## src/hdl/npg_pkg.sv

```systemverilog
// ----------------------------------------------------------------------------
// npg_pkg: shared types and constants of the next permutation generator
// Field widths of the stream and configuration ports, and the control
// group that the sequencer drives into the permutation store.
// ----------------------------------------------------------------------------
package npg_pkg;

	localparam int CFG_W  = 5;
	localparam int VAL_W  = 5;
	localparam int POS_W  = 4;
	localparam int ODATA_W = 16;
	localparam int OUSER_W = 2;
	localparam int IDATA_W = 8;

	typedef struct packed {
		logic clear;
		logic rd_en;
		logic wr_en;
	} mem_ctrl_t;

endpackage

```

## src/hdl/npg_perm_mem.sv

```systemverilog
// ----------------------------------------------------------------------------
// npg_perm_mem: permutation store
// One write port and two registered read ports. Each entry has a valid bit;
// an entry that is not valid reads as its identity value, address plus one.
// ----------------------------------------------------------------------------
module npg_perm_mem
	import npg_pkg::*;
#(
	parameter int MAX_LEN = 16,
	parameter int AW = 4,
	parameter int VW = 5
) (
	input  logic          clk,
	input  logic          arst_n,
	input  mem_ctrl_t     ctrl,
	input  logic [AW-1:0] raddr_a,
	input  logic [AW-1:0] raddr_b,
	input  logic [AW-1:0] waddr,
	input  logic [VW-1:0] wdata,
	output logic [VW-1:0] rdata_a,
	output logic [VW-1:0] rdata_b
);

	logic [VW-1:0]      mem_q [MAX_LEN];
	logic [MAX_LEN-1:0] vld_q;

	// Clearing the valid bits restores the identity permutation at once.
	always_ff @(posedge clk or negedge arst_n) begin
		if (!arst_n) begin
			vld_q <= '0;
		end else if (ctrl.clear) begin
			vld_q <= '0;
		end else if (ctrl.wr_en) begin
			vld_q[waddr] <= 1'b1;
		end
	end

	always_ff @(posedge clk) begin
		if (ctrl.wr_en) begin
			mem_q[waddr] <= wdata;
		end
	end

	always_ff @(posedge clk) begin
		if (ctrl.rd_en) begin
			rdata_a <= vld_q[raddr_a] ? mem_q[raddr_a] : VW'(raddr_a) + VW'(1);
			rdata_b <= vld_q[raddr_b] ? mem_q[raddr_b] : VW'(raddr_b) + VW'(1);
		end
	end

endmodule

```

## src/hdl/npg_ctrl.sv

```systemverilog
// ----------------------------------------------------------------------------
// npg_ctrl: sequencer of the permutation generator
// Scans for the pivot, emits the permutation one beat per element, then
// swaps and reverses the tail in the store, all through one comparator.
// ----------------------------------------------------------------------------
module npg_ctrl
	import npg_pkg::*;
#(
	parameter int AW = 4,
	parameter int VW = 5,
	parameter int LW = 5
) (
	input  logic             clk,
	input  logic             arst_n,
	input  logic             s_tvalid,
	output logic             s_tready,
	input  logic             restart,
	input  logic [LW-1:0]    n_eff,
	output logic             m_tvalid,
	input  logic             m_tready,
	output logic [VAL_W-1:0] out_value,
	output logic [POS_W-1:0] out_pos,
	output logic             out_last,
	output logic             out_final,
	output logic             out_exh,
	output mem_ctrl_t        mem_ctrl,
	output logic [AW-1:0]    raddr_a,
	output logic [AW-1:0]    raddr_b,
	output logic [AW-1:0]    waddr,
	output logic [VW-1:0]    wdata,
	input  logic [VW-1:0]    rdata_a,
	input  logic [VW-1:0]    rdata_b
);

	typedef enum logic [11:0] {
		S_IDLE     = 12'b0000_0000_0001,
		S_SCAN_RD  = 12'b0000_0000_0010,
		S_SCAN_CMP = 12'b0000_0000_0100,
		S_EMIT_RD  = 12'b0000_0000_1000,
		S_EMIT_OUT = 12'b0000_0001_0000,
		S_FIND_RD  = 12'b0000_0010_0000,
		S_FIND_CMP = 12'b0000_0100_0000,
		S_SWAP_W   = 12'b0000_1000_0000,
		S_REV_RD   = 12'b0001_0000_0000,
		S_REV_W1   = 12'b0010_0000_0000,
		S_REV_W2   = 12'b0100_0000_0000,
		S_EXH      = 12'b1000_0000_0000
	} state_t;

	state_t        state_q;
	logic          done_q;
	logic          found_q;
	logic [LW-1:0] n_q;
	logic [AW-1:0] i_q;
	logic [AW-1:0] k_q;
	logic [AW-1:0] j_q;
	logic [AW-1:0] lo_q;
	logic [AW-1:0] hi_q;
	logic [AW-1:0] piv_q;
	logic [VW-1:0] pval_q;

	logic             out_valid_q;
	logic [VAL_W-1:0] out_value_q;
	logic [POS_W-1:0] out_pos_q;
	logic             out_last_q;
	logic             out_final_q;
	logic             out_exh_q;

	logic          accept;
	logic          slot_free;
	logic          ld;
	logic          k_last;
	logic [VW-1:0] cmp_a;
	logic [VW-1:0] cmp_b;
	logic          cmp_lt;

	assign s_tready  = (state_q == S_IDLE);
	assign accept    = s_tvalid && s_tready;
	assign slot_free = !out_valid_q || m_tready;
	assign ld        = slot_free && ((state_q == S_EMIT_OUT) || (state_q == S_EXH));
	assign k_last    = (k_q == AW'(n_q - LW'(1)));

	// The one comparator, shared by the pivot scan, the successor search and
	// the end test of the tail reversal.
	always_comb begin
		unique case (state_q)
			S_SCAN_CMP: begin
				cmp_a = rdata_a;
				cmp_b = rdata_b;
			end
			S_FIND_CMP: begin
				cmp_a = pval_q;
				cmp_b = rdata_a;
			end
			default: begin
				cmp_a = VW'(lo_q);
				cmp_b = VW'(hi_q);
			end
		endcase
	end
	assign cmp_lt = (cmp_a < cmp_b);

	always_comb begin
		mem_ctrl       = '0;
		raddr_a        = lo_q;
		raddr_b        = hi_q;
		waddr          = lo_q;
		wdata          = rdata_b;
		mem_ctrl.clear = accept && restart;
		unique case (state_q)
			S_SCAN_RD: begin
				mem_ctrl.rd_en = 1'b1;
				raddr_a        = i_q;
				raddr_b        = AW'(i_q + 1'b1);
			end
			S_EMIT_RD: begin
				mem_ctrl.rd_en = 1'b1;
				raddr_a        = k_q;
			end
			S_FIND_RD: begin
				mem_ctrl.rd_en = 1'b1;
				raddr_a        = j_q;
			end
			S_FIND_CMP: begin
				mem_ctrl.wr_en = cmp_lt;
				waddr          = piv_q;
				wdata          = rdata_a;
			end
			S_SWAP_W: begin
				mem_ctrl.wr_en = 1'b1;
				waddr          = j_q;
				wdata          = pval_q;
			end
			S_REV_RD: begin
				mem_ctrl.rd_en = cmp_lt;
			end
			S_REV_W1: begin
				mem_ctrl.wr_en = 1'b1;
				waddr          = lo_q;
				wdata          = rdata_b;
			end
			S_REV_W2: begin
				mem_ctrl.wr_en = 1'b1;
				waddr          = hi_q;
				wdata          = rdata_a;
			end
			default: begin
			end
		endcase
	end

	always_ff @(posedge clk or negedge arst_n) begin
		if (!arst_n) begin
			state_q <= S_IDLE;
			done_q  <= 1'b0;
			found_q <= 1'b0;
			n_q     <= LW'(1);
			i_q     <= '0;
			k_q     <= '0;
			j_q     <= '0;
			lo_q    <= '0;
			hi_q    <= '0;
			piv_q   <= '0;
		end else begin
			unique case (state_q)
				S_IDLE: begin
					if (accept) begin
						n_q     <= n_eff;
						k_q     <= '0;
						found_q <= 1'b0;
						if (restart) begin
							done_q <= 1'b0;
						end
						if (done_q && !restart) begin
							state_q <= S_EXH;
						end else if (n_eff == LW'(1)) begin
							state_q <= S_EMIT_RD;
						end else begin
							i_q     <= AW'(n_eff - LW'(2));
							state_q <= S_SCAN_RD;
						end
					end
				end
				S_SCAN_RD: begin
					state_q <= S_SCAN_CMP;
				end
				S_SCAN_CMP: begin
					if (cmp_lt) begin
						found_q <= 1'b1;
						piv_q   <= i_q;
						state_q <= S_EMIT_RD;
					end else if (i_q == '0) begin
						state_q <= S_EMIT_RD;
					end else begin
						i_q     <= i_q - 1'b1;
						state_q <= S_SCAN_RD;
					end
				end
				S_EMIT_RD: begin
					state_q <= S_EMIT_OUT;
				end
				S_EMIT_OUT: begin
					if (slot_free) begin
						if (!k_last) begin
							k_q     <= k_q + 1'b1;
							state_q <= S_EMIT_RD;
						end else if (found_q) begin
							j_q     <= AW'(n_q - LW'(1));
							state_q <= S_FIND_RD;
						end else begin
							done_q  <= 1'b1;
							state_q <= S_IDLE;
						end
					end
				end
				S_FIND_RD: begin
					state_q <= S_FIND_CMP;
				end
				S_FIND_CMP: begin
					if (cmp_lt) begin
						state_q <= S_SWAP_W;
					end else begin
						j_q     <= j_q - 1'b1;
						state_q <= S_FIND_RD;
					end
				end
				S_SWAP_W: begin
					lo_q    <= AW'(piv_q + 1'b1);
					hi_q    <= AW'(n_q - LW'(1));
					state_q <= S_REV_RD;
				end
				S_REV_RD: begin
					state_q <= cmp_lt ? S_REV_W1 : S_IDLE;
				end
				S_REV_W1: begin
					state_q <= S_REV_W2;
				end
				S_REV_W2: begin
					lo_q    <= lo_q + 1'b1;
					hi_q    <= hi_q - 1'b1;
					state_q <= S_REV_RD;
				end
				S_EXH: begin
					if (slot_free) begin
						state_q <= S_IDLE;
					end
				end
				default: begin
					state_q <= S_IDLE;
				end
			endcase
		end
	end

	// The pivot value is caught while the scan compares, ready for the swap.
	always_ff @(posedge clk) begin
		if ((state_q == S_SCAN_CMP) && cmp_lt) begin
			pval_q <= rdata_a;
		end
	end

	always_ff @(posedge clk or negedge arst_n) begin
		if (!arst_n) begin
			out_valid_q <= 1'b0;
		end else if (ld) begin
			out_valid_q <= 1'b1;
		end else if (m_tready) begin
			out_valid_q <= 1'b0;
		end
	end

	always_ff @(posedge clk) begin
		if (ld) begin
			if (state_q == S_EXH) begin
				out_value_q <= '0;
				out_pos_q   <= '0;
				out_last_q  <= 1'b1;
				out_final_q <= 1'b0;
				out_exh_q   <= 1'b1;
			end else begin
				out_value_q <= VAL_W'(rdata_a);
				out_pos_q   <= POS_W'(k_q);
				out_last_q  <= k_last;
				out_final_q <= !found_q;
				out_exh_q   <= 1'b0;
			end
		end
	end

	assign m_tvalid  = out_valid_q;
	assign out_value = out_value_q;
	assign out_pos   = out_pos_q;
	assign out_last  = out_last_q;
	assign out_final = out_final_q;
	assign out_exh   = out_exh_q;

	// The store never sees a write together with a clear or a read.
	assert property (@(posedge clk) disable iff (!arst_n)
		!(mem_ctrl.wr_en && (mem_ctrl.clear || mem_ctrl.rd_en)))
		else $error("npg_ctrl: store write collides with clear or read");

	// Loading the last beat of the final permutation marks the run exhausted.
	assert property (@(posedge clk) disable iff (!arst_n)
		(ld && (state_q == S_EMIT_OUT) && k_last && !found_q) |=> done_q)
		else $error("npg_ctrl: final permutation did not set exhausted");

	// An exhausted beat always closes its request.
	assert property (@(posedge clk) disable iff (!arst_n)
		(out_valid_q && out_exh_q) |-> (out_last_q && !out_final_q))
		else $error("npg_ctrl: exhausted beat without last mark");

	// A request that finds the store exhausted goes straight to the exhausted beat.
	assert property (@(posedge clk) disable iff (!arst_n)
		(accept && done_q && !restart) |=> (state_q == S_EXH))
		else $error("npg_ctrl: exhausted request did not take the exhausted path");

endmodule

```

## src/hdl/next_permutation_generator_unit.sv

```systemverilog
// Flow: one request at a time, taken only while idle. The block scans up to n-1 pivot
// candidates, then reads and loads the beats one by one, each held while the output stalls.
// After the last beat it runs the successor search (at most n-1 steps), one swap write,
// the reversed pairs of the tail (a read and two writes each) and one closing check,
// then returns to idle before it takes the next request.
// An exhausted request yields a single exhausted beat. Reset: store reads as identity, length is 4.
// ----------------------------------------------------------------------------
// next_permutation_generator_unit: lexicographic permutation generator
// Emits the current permutation of 1..n as one beat per element, then
// advances it in place to its lexicographic successor, if it has one.
// ----------------------------------------------------------------------------
module next_permutation_generator_unit
	import npg_pkg::*;
#(
	parameter int MAX_LEN = 16
) (
	input  logic               clk,
	input  logic               arst_n,
	input  logic               s_tvalid,
	output logic               s_tready,
	input  logic [IDATA_W-1:0] s_tdata,   // [0] restart, [7:1] zero
	output logic               m_tvalid,
	input  logic               m_tready,
	output logic [ODATA_W-1:0] m_tdata,   // [4:0] element_value, [8:5] element_position
	output logic               m_tlast,
	output logic [OUSER_W-1:0] m_tuser,   // [0] final_permutation, [1] exhausted
	input  logic               cfg_valid,
	output logic               cfg_ready,
	input  logic [CFG_W-1:0]   cfg_data
);

	localparam int AW = $clog2(MAX_LEN);
	localparam int VW = $clog2(MAX_LEN + 1);
	localparam int LW = $clog2(MAX_LEN + 1);

	logic [CFG_W-1:0] len_q;
	logic [LW-1:0]    n_eff;

	mem_ctrl_t        mem_ctrl;
	logic [AW-1:0]    raddr_a;
	logic [AW-1:0]    raddr_b;
	logic [AW-1:0]    waddr;
	logic [VW-1:0]    wdata;
	logic [VW-1:0]    rdata_a;
	logic [VW-1:0]    rdata_b;

	logic [VAL_W-1:0] out_value;
	logic [POS_W-1:0] out_pos;
	logic             out_final;
	logic             out_exh;

	assign cfg_ready = 1'b1;

	always_ff @(posedge clk or negedge arst_n) begin
		if (!arst_n) begin
			len_q <= CFG_W'(4);
		end else if (cfg_valid && cfg_ready) begin
			len_q <= cfg_data;
		end
	end

	// A length of zero runs as one, a length beyond the store saturates.
	always_comb begin
		if (len_q == '0) begin
			n_eff = LW'(1);
		end else if (int'(len_q) > MAX_LEN) begin
			n_eff = LW'(MAX_LEN);
		end else begin
			n_eff = LW'(len_q);
		end
	end

	npg_ctrl #(
		.AW      (AW),
		.VW      (VW),
		.LW      (LW)
	) u_ctrl (
		.clk       (clk),
		.arst_n    (arst_n),
		.s_tvalid  (s_tvalid),
		.s_tready  (s_tready),
		.restart   (s_tdata[0]),
		.n_eff     (n_eff),
		.m_tvalid  (m_tvalid),
		.m_tready  (m_tready),
		.out_value (out_value),
		.out_pos   (out_pos),
		.out_last  (m_tlast),
		.out_final (out_final),
		.out_exh   (out_exh),
		.mem_ctrl  (mem_ctrl),
		.raddr_a   (raddr_a),
		.raddr_b   (raddr_b),
		.waddr     (waddr),
		.wdata     (wdata),
		.rdata_a   (rdata_a),
		.rdata_b   (rdata_b)
	);

	npg_perm_mem #(
		.MAX_LEN (MAX_LEN),
		.AW      (AW),
		.VW      (VW)
	) u_mem (
		.clk     (clk),
		.arst_n  (arst_n),
		.ctrl    (mem_ctrl),
		.raddr_a (raddr_a),
		.raddr_b (raddr_b),
		.waddr   (waddr),
		.wdata   (wdata),
		.rdata_a (rdata_a),
		.rdata_b (rdata_b)
	);

	assign m_tdata = {{(ODATA_W - VAL_W - POS_W){1'b0}}, out_pos, out_value};
	assign m_tuser = {out_exh, out_final};

endmodule

```

## config.mk

```make
export PLATFORM = sky130hd
export DESIGN_NAME = next_permutation_generator_unit
export DESIGN_NICKNAME = d
export VERILOG_FILES = /design/src/hdl/npg_pkg.sv /design/src/hdl/npg_perm_mem.sv /design/src/hdl/npg_ctrl.sv /design/src/hdl/next_permutation_generator_unit.sv
export SDC_FILE = /design/constraint.sdc
export NUM_CORES = 1
export LEC_CHECK = 0
export ABC_AREA = 1
export BUFFER_PORTS_ARGS = -buffer_cell sky130_fd_sc_hd__buf_2
export CAP_MARGIN = 10
export CORE_MARGIN = 3
export CORE_UTILIZATION = 50
export DETAILED_ROUTE_END_ITERATION = 7
export HOLD_SLACK_MARGIN = 0.06
export MAX_ROUTING_LAYER = met4
export PLACE_DENSITY = 0.66
export SLEW_MARGIN = 20
export SYNTH_ARGS = -nofsm -noshare
export SYNTH_HDL_FRONTEND = slang
export SYNTH_SLANG_ARGS = --single-unit
export TNS_END_PERCENT = 10
```

## constraint.sdc

```tcl
create_clock -name clk -period 10.5 [get_ports clk]
set_input_delay 2.625 -clock clk [delete_from_list [all_inputs] [get_ports clk]]
set_output_delay 2.625 -clock clk [all_outputs]
set_load 0.01 [all_outputs]
```

==> results of run 1 <==
-- worst max path at each step --
stage	startpoint	to	slack (ns)	depth (start not counted)
after detailed placement	s_tvalid	u_mem.vld_q[0]$_DFFE_PN0P_	6.32	8
after global routing	u_ctrl.state_q[7]$_DFFE_PN0P_	s_tready	6.02	6
after global placement	s_tvalid	u_mem.vld_q[14]$_DFFE_PN0P_	6.32	8
after floorplan	u_ctrl.state_q[8]$_DFFE_PN0P_	s_tready	6.81	5
final	u_ctrl.state_q[7]$_DFFE_PN0P_	s_tready	6.12	6
after CTS	u_ctrl.state_q[7]$_DFFE_PN0P_	s_tready	6.12	6
-- layout by cell type (no fill, tap or decap), types with 7 or more instances in the layout --
| master | n |
|---|---|
| nor2_1 | 90 |
| edfxtp_1 | 107 |
| a21oi_1 | 12 |
| buf_4 | 11 |
| inv_2 | 14 |
| o21ai_1 | 33 |
| nand2_4 | 7 |
| clkbuf_16 | 17 |
| buf_2 | 24 |
| nor2_2 | 7 |
| nor2_4 | 8 |
| xor2_1 | 12 |
| o211ai_1 | 25 |
| o21ai_0 | 66 |
| nand3_1 | 158 |
| dfrtp_1 | 61 |
| nand2_1 | 314 |
| xnor2_1 | 7 |
| nand2_2 | 14 |
| ha_1 | 14 |
| o221ai_1 | 8 |
| inv_1 | 137 |
| conb_1 | 8 |
-- power groups by stage --
| stage | clock network, mW | registers, mW | logic (mW) |
|---|---|---|---|
| 2_1_floorplan | 0 | 0.825 | 0.493 |
| 3_3_place_gp | 0 | 0.837 | 0.668 |
| 3_5_place_dp | 0 | 0.837 | 0.675 |
| 4_1_cts | 0.623 | 0.824 | 0.679 |
| 5_1_grt | 0.648 | 0.830 | 0.770 |
| 6_report | 0.614 | 0.824 | 0.686 |
-- per-stage QoR --
stage / area [um2] / util / power (mW) / hold WS, ns / setup slack (ns)
finish: 10820 / 0.5521 / 2.125 / 0.4556 / 6.125
global route: 10820 / 0.5521 / 2.248 / 0.4679 / 6.021
CTS: 10820 / 0.5521 / 2.125 / 0.4545 / 6.119
detailed placement: 10250 / 0.5231 / 1.512 / 0.4390 / 6.321
global placement: 10250 / 0.5231 / 1.505 / 0.4317 / 6.321
floorplan: 10030 / - / 1.317 / 0.4264 / 6.806
-- metal layers --
metal,vias up,track usage
met4,0,0.07176
met2,315,0.3753
met1,3916,0.3659
met3,37,0.04782
li1,4041,-
met5,-,-
-- flip-flops by register name (all words and copies together), names as in the netlist, 5 cells and up --
name / cells
u_mem.rdata_b: 5
u_ctrl.pval_q: 5
u_mem.mem_q: 80
u_mem.vld_q: 16
len_q: 5
u_mem.rdata_a: 5
u_ctrl.state_q: 12
u_ctrl.out_value: 5
-- logic make-up (layout without fill, tap and decap cells) --
family / after synthesis / in the layout / synth area share
AND/OR/NAND/NOR: 624 / 624 / 0.2827
buffers and inverters: 210 / 222 / 0.09098
AO/OA/AOI/OAI: 173 / 173 / 0.1047
flip-flops: 171 / 171 / 0.4813
XOR/XNOR: 19 / 19 / 0.01662
adder cells (fa/ha/maj): 14 / 14 / 0.01750
multiplexers: 5 / 5 / 0.005498
other: 2 / 8 / 0.0007501
-- worst max-delay path, delay by kind of cell (launching register included) --
family	cells	cell delay, ns
AND/OR/NAND/NOR	4	0.69
flip-flops	1	0.40
buffers and inverters	2	0.24
-- area by class of cell --
cell class | count | share of cell area
sequential | 171 | 0.4455
multi-input combinational | 843 | 0.3984
inverter | 155 | 0.05414
clock buffer | 19 | 0.04003
tap | 265 | 0.03066
timing repair buffer | 35 | 0.01874
clock inverter | 13 | 0.01249
==> results.toml, run 1 <==
[timing]
finalHoldViolCount = 0
rsz0062_at_grt = "false"
finalSetupViolCount = 0
worst_pin_slew_ns = 0.9104
fin_crit_sh = 0.4167
finalCriticalPeriod_ns = 4.375
clock_skew_ns = 0.01538
setup_tns_ns = 0
relSlewSlack = 0.3916
slew_violations = 0
max_freq_mhz = 228.6

[route]
drt-initial-drc-count = 892
num_vias = 8309
met1_length_mm = 12.15
met2WireLength_mm = 11.78
first_pass_iters = 5
via_per_inst = 5.536
top_layer = "met4"
drt-wirelength-per-cell_um = 17.50
drt_wl_total_mm = 26.27
route.met3.wl_mm = 1.899
ant_nets = 0
drcViolationCount = 0

[critical_path]
worstRegToRegCells = 16
r2r_slack_ns = 6.33
worstReg2RegEnd = "u_mem.mem_q[8][2]$_DFFE_PP_"
timing.rr.start = "u_ctrl.state_q[7]$_DFFE_PN0P_"
cpPeakStageDelay_ns = 0.40
start_kind = "flip-flop"
crit_path_end_kind = "output pin"
crit_slowest_cell = "dfrtp_1"
critPathMaxFanout = 10
critPathKind = "reg2out"
cp.required_ns = 7.88
cp_data_arrival_time_ns = 1.75
crit_chain = "nor2_1, nand2_2, nor2_8, inv_1, nor2_2, buf_2"

[pwr]
pwr-share-seq = 0.388
leakage_nw = 4.857
comb_power_share = 0.323
switching_share = 0.3782
internal_power_mw = 1.321
clockPowerShare = 0.289
power_switching_mw = 0.8037
power_density_mw_per_mm2 = 196.5
ir_drop_mv = 0.1020

[placed_design]
dpl.cell_count = 1469
dp_hpwl_mm = 17.91
io_buffers = 24
place.gp.congestion = 0.9083

[clock_tree]
hold_buffers = 0
clk_latency_ns = 0.43
cts_resized = 0
cts_buffers = 17
cts_setup_buffers = 0
clkTransAtPathRegs_ns = 0.07
cts-root-buf = "clkbuf_16"
cts_max_level = 4
cts_tree = "yes"
clockBufferDepth = 2
cts.sinks = 171

[floorplanning]
die_area_mm2 = 0.02176
die-width_um = 147.5
die_h_um = 147.5
initial_core_util = 0.5111
fp.coreArea_mm2 = 0.01959
rows = 51
io_pins = 40

[logic_synthesis]
yosys.area.top_type = "edfxtp_1"
synth_cell_types = 58
ys_warn_count = 0
syn_avg_cell_area_um2 = 8.220
yosys.area.top_type_share = 0.3209
synth-async-reset-ratio = 0.3743
yosysSeqAreaShare = 0.4813
synth_common_cells = "314 x nand2_1, 158 x nand3_1, 137 x inv_1"
syn_area_mm2 = 0.01001
synth_cells = 1218
synth_edf_count = 107
yosysMostFrequentCell = "nand2_1"
synth_flop_cell = "edfxtp_1"
ys_ff_latch = 171
synth_area_leaders = "edfxtp_1 32%, dfrtp_1 15%, nand2_1 12%, nand3_1 7.9%, inv_1 5.1%"

[run_status]
status = "finished, final reports clean"

[final_layout]
area.growth.synth_to_final_pct = 8.023
regArea_mm2 = 0.004818
drive_gt1_frac = 0.1092
multi_input_area_mm2 = 0.004309
stdcell_count = 1501
nets = 1255
antenna_cells = 0
fill_cells = 1836

[worst_hold_path]
hold_start = "u_mem.rdata_a[4]$_DFFE_PP_"
hold-path-endpoint = "u_ctrl.pval_q[4]$_DFFE_PP_"
whs_path_depth = 0
holdCritPathClass = "reg2reg"

[grt]
overflow = 0
globalRouteTotalUtil = 0.2555
grt_max_degree = 79
grt_pass1_vias = 7769
grt_first_pass_wirelength_mm = 42.52
antenna_found_initial = 0

[flow_run]
cap_violations = 0
(Power assumes the default switching activity.)
==> run 2, diff against run 1 <==
==> constraint.sdc (replaced) <==
create_clock -name clk -period 4.25 [get_ports clk]
set_input_delay 1.0625 -clock clk [delete_from_list [all_inputs] [get_ports clk]]
set_output_delay 1.0625 -clock clk [all_outputs]
set_load 0.01 [all_outputs]
==> run 2 against run 1 <==
Sequential power grew 150%. Worst hold slack gained 0.0067 ns. Clock skew shrank 0.0054 ns. Die area is the same. Count of clock-buffer cells in the layout shrank 1. Global-route usage grew 0.31 points.
==> results.toml, run 2 (synthesis gave the netlist of run 1 again) <==
[run_status]
status = "finished, final reports clean"

[route]
num_vias = 8440
drcViolationCount = 0
first_pass_iters = 7
drt_wl_total_mm = 26.82
drt-wirelength-per-cell_um = 17.78
ant_nets = 0
drt-initial-drc-count = 989
via_per_inst = 5.597

[critical_path]
crit_slowest_cell = "nor2_1"
cp_data_arrival_time_ns = 4.10
critical-path-top-delay-family = "simple AND/OR/NAND/NOR gates"
worstRegToRegCells = 15
cpPeakStageDelay_ns = 0.43
start_kind = "flip-flop"
crit_chain = "nor2_1, nand2_2, nor2_8, nand2_2, nand2_4, nor2_1, a221oi_1, ha_1, a21oi_1, nor2_1, a211oi_1, nand3_1, nand2_1, nand3_1, nor2_1"
critPathKind = "reg2reg"
cp.buffers_inverters = 0
cp.required_ns = 4.34
cp_common_cell = "nor2_1"
timing.rr.start = "u_ctrl.state_q[6]$_DFFE_PN0P_"
r2r_slack_ns = 0.24
worstReg2RegEnd = "u_mem.mem_q[15][4]$_DFFE_PP_"
critPathMaxFanout = 10
crit_path_end_kind = "flip-flop"

[floorplanning]
rows = 51
initial_core_util = 0.5111
io_pins = 40
fp.coreArea_mm2 = 0.01959
die_area_mm2 = 0.02176
die_h_um = 147.5
die-width_um = 147.5

[final_layout]
area.growth.synth_to_final_pct = 8.611
largestRegisters = "u_mem.mem_q: 80 flops, u_mem.vld_q: 16 flops, u_ctrl.state_q: 12 flops"
regArea_mm2 = 0.004818
largest_reg_flops = 80
layout_commonest_cell = "nand2_1"
multi_input_area_mm2 = 0.004323
top_register = "u_mem.mem_q"
mostFrequentLayoutCells = "314 x nand2_1, 158 x nand3_1, 137 x inv_1"
nets = 1262
fill_cells = 1814
antenna_cells = 0
fin_util = 0.5551
drive_gt1_frac = 0.1191

[timing]
max_freq_mhz = 249.2
finalCriticalPeriod_ns = 4.012
rsz0062_at_grt = "true"
finalHoldViolCount = 0
clock_skew_ns = 0.009997
worst_pin_slew_ns = 0.9726
finalSetupViolCount = 0
slew_violations = 0
relSlewSlack = 0.3515
fin_crit_sh = 0.9441

[clock_tree]
cts_tree = "yes"
cts_buffers = 17
cts-root-buf = "clkbuf_16"
cts.sinks = 171
clk_latency_ns = 0.44
hold_buffers = 0
clockBufferDepth = 2
clkTransAtPathRegs_ns = 0.07
cts_max_level = 4

[flow_run]
cap_violations = 0

[grt]
grt_max_degree = 43
globalRouteTotalUtil = 0.2586
grt_pass1_vias = 7850
antenna_found_initial = 0
grt_first_pass_wirelength_mm = 42.70
overflow = 0

[placed_design]
dp_hpwl_mm = 18.86
place.gp.congestion = 0.9608
io_buffers = 24

[worst_hold_path]
holdCritPathClass = "reg2reg"
hold-path-endpoint = "u_ctrl.pval_q[4]$_DFFE_PP_"
whs_path_depth = 0
hold_start = "u_mem.rdata_a[4]$_DFFE_PP_"

[pwr]
power_density_mw_per_mm2 = 483.5
ir_drop_mv = 0.3084
total_power_mw = 5.258
leakage_nw = 4.894
[run 2: cell types whose count changed in the layout (fill, tap and decap cells not counted)]
| cell | change |
|---|---|
| clkinv_4 | -2 |
| nor2_1 | -4 |
| inv_6 | -2 |
| clkinv_2 | +1 |
| o21ai_1 | -1 |
| buf_4 | +7 |
| nor2_2 | +4 |
| bufinv_16 | -1 |
| o21ai_2 | +1 |
| clkbuf_1 | -1 |
| inv_8 | +5 |
[run 2: routing by layer]
metal / track usage / part of all wire / routed length, um / up-vias
met1: 0.3721 / 0.45 / 12140 / 3949
met2: 0.3744 / 0.44 / 11780 / 370
met3: 0.04782 / 0.083 / 2238 / 66
met4: 0.08108 / 0.025 / 659 / 0
li1: - / - / - / 4055
met5: - / 0 / 0 / -
[run 2: where the power goes]
| part | switching (mW) | internal, mW | total [mW] |
|---|---|---|---|
| clock | 0.718 | 0.775 | 1.49 |
| combinational | 1.22 | 0.503 | 1.72 |
| sequential | 0.0950 | 1.95 | 2.04 |
[run 2: how the worst max path moves through the flow]
stage                                    to  cells after the start  slack [ns]                           from
2_1_floorplan    u_mem.rdata_a[0]$_DFFE_PP_                     14        0.80  u_ctrl.state_q[8]$_DFFE_PN0P_
3_3_place_gp    u_mem.mem_q[9][4]$_DFFE_PP_                     15        0.46  u_ctrl.state_q[7]$_DFFE_PN0P_
3_5_place_dp    u_mem.mem_q[9][4]$_DFFE_PP_                     15        0.35  u_ctrl.state_q[7]$_DFFE_PN0P_
4_1_cts         u_mem.mem_q[9][2]$_DFFE_PP_                     15        0.33  u_ctrl.state_q[6]$_DFFE_PN0P_
5_1_grt         u_mem.mem_q[3][2]$_DFFE_PP_                     15      -0.009  u_ctrl.state_q[6]$_DFFE_PN0P_
6_report       u_mem.mem_q[15][4]$_DFFE_PP_                     15        0.24  u_ctrl.state_q[6]$_DFFE_PN0P_
[run 2: through the flow]
step / instance area [um2] / hold slack, ns / setup slack [ns] / instances / TNS [ns]
2_1_floorplan: 10030 / 0.4264 / 0.8032 / 1224 / 0
3_3_place_gp: 10300 / 0.4386 / 0.4612 / 1476 / 0
3_5_place_dp: 10300 / 0.4522 / 0.3495 / 1476 / 0
4_1_cts: 10860 / 0.4639 / 0.3303 / 1508 / 0
5_1_grt: 10870 / 0.4719 / -0.008724 / 1508 / -0.04352
6_report: 10870 / 0.4623 / 0.2376 / 1508 / 0
[run 2: repair_timing]
action,4_1_cts,5_1_grt
buffers inserted,0,0
endpoints found under the hold margin,0,0
resized for setup,0,4
endpoints found under the setup margin,0,11
[run 2: area by class of cell]
type                       instances  area share
clock buffer                      18     0.03947
clock inverter                    14     0.01208
inverter                         155     0.05385
multi-input combinational        843      0.3975
sequential                       171      0.4431
tap                              265     0.03049
timing repair buffer              42     0.02347
==> run 3, diff against run 2 <==
--- a/config.mk
+++ b/config.mk
@@ -5,10 +5,9 @@
 export SDC_FILE = /design/constraint.sdc
 export NUM_CORES = 1
 export LEC_CHECK = 0
-export ABC_AREA = 1
+export ABC_AREA = 0
 export BUFFER_PORTS_ARGS = -buffer_cell sky130_fd_sc_hd__buf_2
 export CAP_MARGIN = 10
-export CORE_MARGIN = 3
 export CORE_UTILIZATION = 50
 export DETAILED_ROUTE_END_ITERATION = 7
 export HOLD_SLACK_MARGIN = 0.06
==> run 3 against run 2 <==
Area after synthesis down 4.1%. Global-route usage up 2.5 points. Count of clock-buffer cells in the layout is 1 higher. Fmax increased by 1.3%. Combinational power up 9.9%. Largest cell class unchanged. Highest routed layer unchanged.
==> results.toml, run 3 <==
[pwr]
leakage_nw = 4.252
pwr-share-seq = 0.383
comb_power_share = 0.352
clockPowerShare = 0.265
power_switching_mw = 1.983
internal_power_mw = 3.406
switching_share = 0.3680
ir_drop_mv = 0.3628
power_density_mw_per_mm2 = 501.4

[logic_synthesis]
ys_ff_latch = 171
synth_flop_cell = "edfxtp_1"
synth_area_leaders = "edfxtp_1 33%, dfrtp_1 16%, mux4_2 5.2%, nand2_1 3.9%, mux2i_1 3.4%"
yosysMostFrequentCell = "edfxtp_1"
syn_area_mm2 = 0.009597
synth_cell_types = 85
synth_edf_count = 107
yosysSeqAreaShare = 0.5021
yosys.area.top_type = "edfxtp_1"
synth_cells = 863
synth-async-reset-ratio = 0.3743
ys_warn_count = 0
synth_common_cells = "107 x edfxtp_1, 100 x nand2_1, 61 x dfrtp_1"
syn_avg_cell_area_um2 = 11.12
yosys.area.top_type_share = 0.3348

[grt]
grt_use_met2 = 0.4192
grt_max_degree = 27
overflow = 0
grt.busiest_layer = "met2"
grtUsageMet3 = 0.05470
grt_pass1_vias = 6965
antenna_found_initial = 0
grt_first_pass_wirelength_mm = 40.07
grt_util_met1 = 0.4001
globalRouteTotalUtil = 0.2840

[timing]
relSlewSlack = 0.4187
slew_violations = 0
max_freq_mhz = 252.6
fin_crit_sh = 0.9316
finalSetupViolCount = 0
finalHoldViolCount = 0
finalCriticalPeriod_ns = 3.959
rsz0062_at_grt = "false"
worst_pin_slew_ns = 0.8688
clock_skew_ns = 0.01177

[clock_tree]
cts_max_level = 4
cts.sinks = 171
cts-root-buf = "clkbuf_16"
cts_tree = "yes"
clk_latency_ns = 0.44
cts_setup_buffers = 0
clockBufferDepth = 2
clkTransAtPathRegs_ns = 0.06
cts_buffers = 17

[route]
drt-initial-drc-count = 806
num_vias = 7436
via_per_inst = 6.372
drcViolationCount = 0
drt-wirelength-per-cell_um = 22.19
drt_wl_total_mm = 25.89
first_pass_iters = 7
ant_nets = 0

[floorplanning]
initial_core_util = 0.5113
io_pins = 40
die_h_um = 140.5
die_area_mm2 = 0.01975
fp.coreArea_mm2 = 0.01877
die-width_um = 140.5
rows = 50

[placed_design]
dp_hpwl_mm = 18.69
io_buffers = 24
dpl.cell_count = 1135
place.gp.congestion = 0.9370

[critical_path]
start_kind = "flip-flop"
cp.required_ns = 4.40
critPathKind = "reg2reg"
critPathMaxFanout = 11
cp_data_arrival_time_ns = 4.11
crit_path_end_kind = "flip-flop"

[final_layout]
largest_reg_flops = 80
drive_gt1_frac = 0.2004
stdcell_count = 1167
top_register = "u_mem.mem_q"
nets = 952
area.growth.synth_to_final_pct = 11.98
fill_cells = 1614
layout_commonest_cell = "edfxtp_1"
antenna_cells = 0
largestRegisters = "u_mem.mem_q: 80 flops, u_mem.vld_q: 16 flops, u_ctrl.state_q: 12 flops"
mostFrequentLayoutCells = "107 x edfxtp_1, 100 x nand2_1, 61 x dfrtp_1"
fin_util = 0.5726

[worst_hold_path]
holdCritPathClass = "reg2reg"

[flow_run]
cap_violations = 0

[run_status]
status = "finished, final reports clean"
==> run 3: cell count changes in the layout (fill, tap and decap cells not counted), moves of 19 or more <==
cell,delta
o211ai_1,-22
mux4_2,+22
o21ai_1,-31
mux2i_1,+32
o21ai_0,-28
inv_1,-110
nand2_1,-214
nand3_1,-139
buf_4,+36
nor3_1,+19
a21oi_1,+23
nor2_1,-27
==> run 3: cell type report <==
class | instances | area, um2 | share of cell area
clock buffers | 19 | 432.9 | 0.04028
clock inverters | 13 | 93.84 | 0.008732
inverters | 30 | 120.1 | 0.01118
multi-input cells | 621 | 4443 | 0.4134
flip-flops and latches | 171 | 4818 | 0.4484
well taps | 234 | 292.8 | 0.02724
repair buffers | 79 | 545.5 | 0.05076
==> run 3: stage by stage <==
step / setup slack (ns) / hold slack, ns / power [mW] / setup TNS, ns / cell area [um2]
floorplan: -0.06071 / 0.4582 / 3.386 / -0.6071 / 9619
global placement: 0.2047 / 0.4788 / 3.918 / 0 / 10190
detailed placement: 0.2037 / 0.4843 / 3.938 / 0 / 10190
CTS: 0.1678 / 0.5043 / 5.354 / 0 / 10710
global route: 0.07108 / 0.5211 / 5.618 / 0 / 10750
finish: 0.2907 / 0.5107 / 5.388 / 0 / 10750
==> run 3: power groups by stage <==
stage          clock network [mW]  logic [mW]  registers [mW]
2_1_floorplan                   0        1.34            2.05
3_3_place_gp                    0        1.82            2.10
3_5_place_dp                    0        1.84            2.10
4_1_cts                      1.44        1.85            2.06
5_1_grt                      1.50        2.04            2.08
6_report                     1.43        1.89            2.07
==> run 3: repair_timing <==
action                     in CTS  in global routing
setup endpoints to repair       0                 31
gates resized for setup         0                  4
hold buffers                    0                  0
==> run 3: final timing paths <==
kind,start,to,cells past startpoint,slack (ns)
worst max-delay path,u_ctrl.state_q[4]$_DFFE_PN0P_,u_mem.mem_q[12][3]$_DFFE_PP_,16,0.29
worst min-delay path,u_mem.vld_q[10]$_DFFE_PN0P_,u_mem.vld_q[10]$_DFFE_PN0P_,1,0.51
worst max register to register,u_ctrl.state_q[4]$_DFFE_PN0P_,u_mem.mem_q[12][3]$_DFFE_PP_,16,0.29
worst min register to register,u_mem.vld_q[10]$_DFFE_PN0P_,u_mem.vld_q[10]$_DFFE_PN0P_,1,0.51
max in group asynchronous,arst_n,u_ctrl.state_q[0]$_DFFE_PN1P_,2,2.93
min in group asynchronous,arst_n,len_q[0]$_DFFE_PN0P_,1,0.56
==> run 3: worst max-delay path, stage by stage, from the launching register on <==
cell      delay, ns
dfrtp_1        0.38
or4_4          0.62
nor4_4         0.26
buf_12         0.18
nor2_1         0.08
nand2_1        0.07
nand2_1        0.05
ha_1           0.31
a21o_1         0.17
a211oi_2       0.26
nor2_1         0.07
nor2_1         0.08
a21oi_1        0.17
or2_1          0.35
nand2b_1       0.24
nor2_1         0.18
buf_4          0.18
==> run 3: routing by layer <==
layer	up-vias	wire, um
met5	-	0
met4	0	369
met3	37	2448
met2	398	11590
met1	3619	11490
li1	3382	-
==> run 3: logic make-up after synthesis <==
logic type	Yosys count	synth area share
AO/OA/AOI/OAI	189	0.1392
XOR/XNOR	12	0.01095
adder cells (fa/ha/maj)	14	0.01825
buffers and inverters	77	0.04172
flip-flops	171	0.5021
multiplexers	78	0.1134
other	2	0.0007826
AND/OR/NAND/NOR	320	0.1735
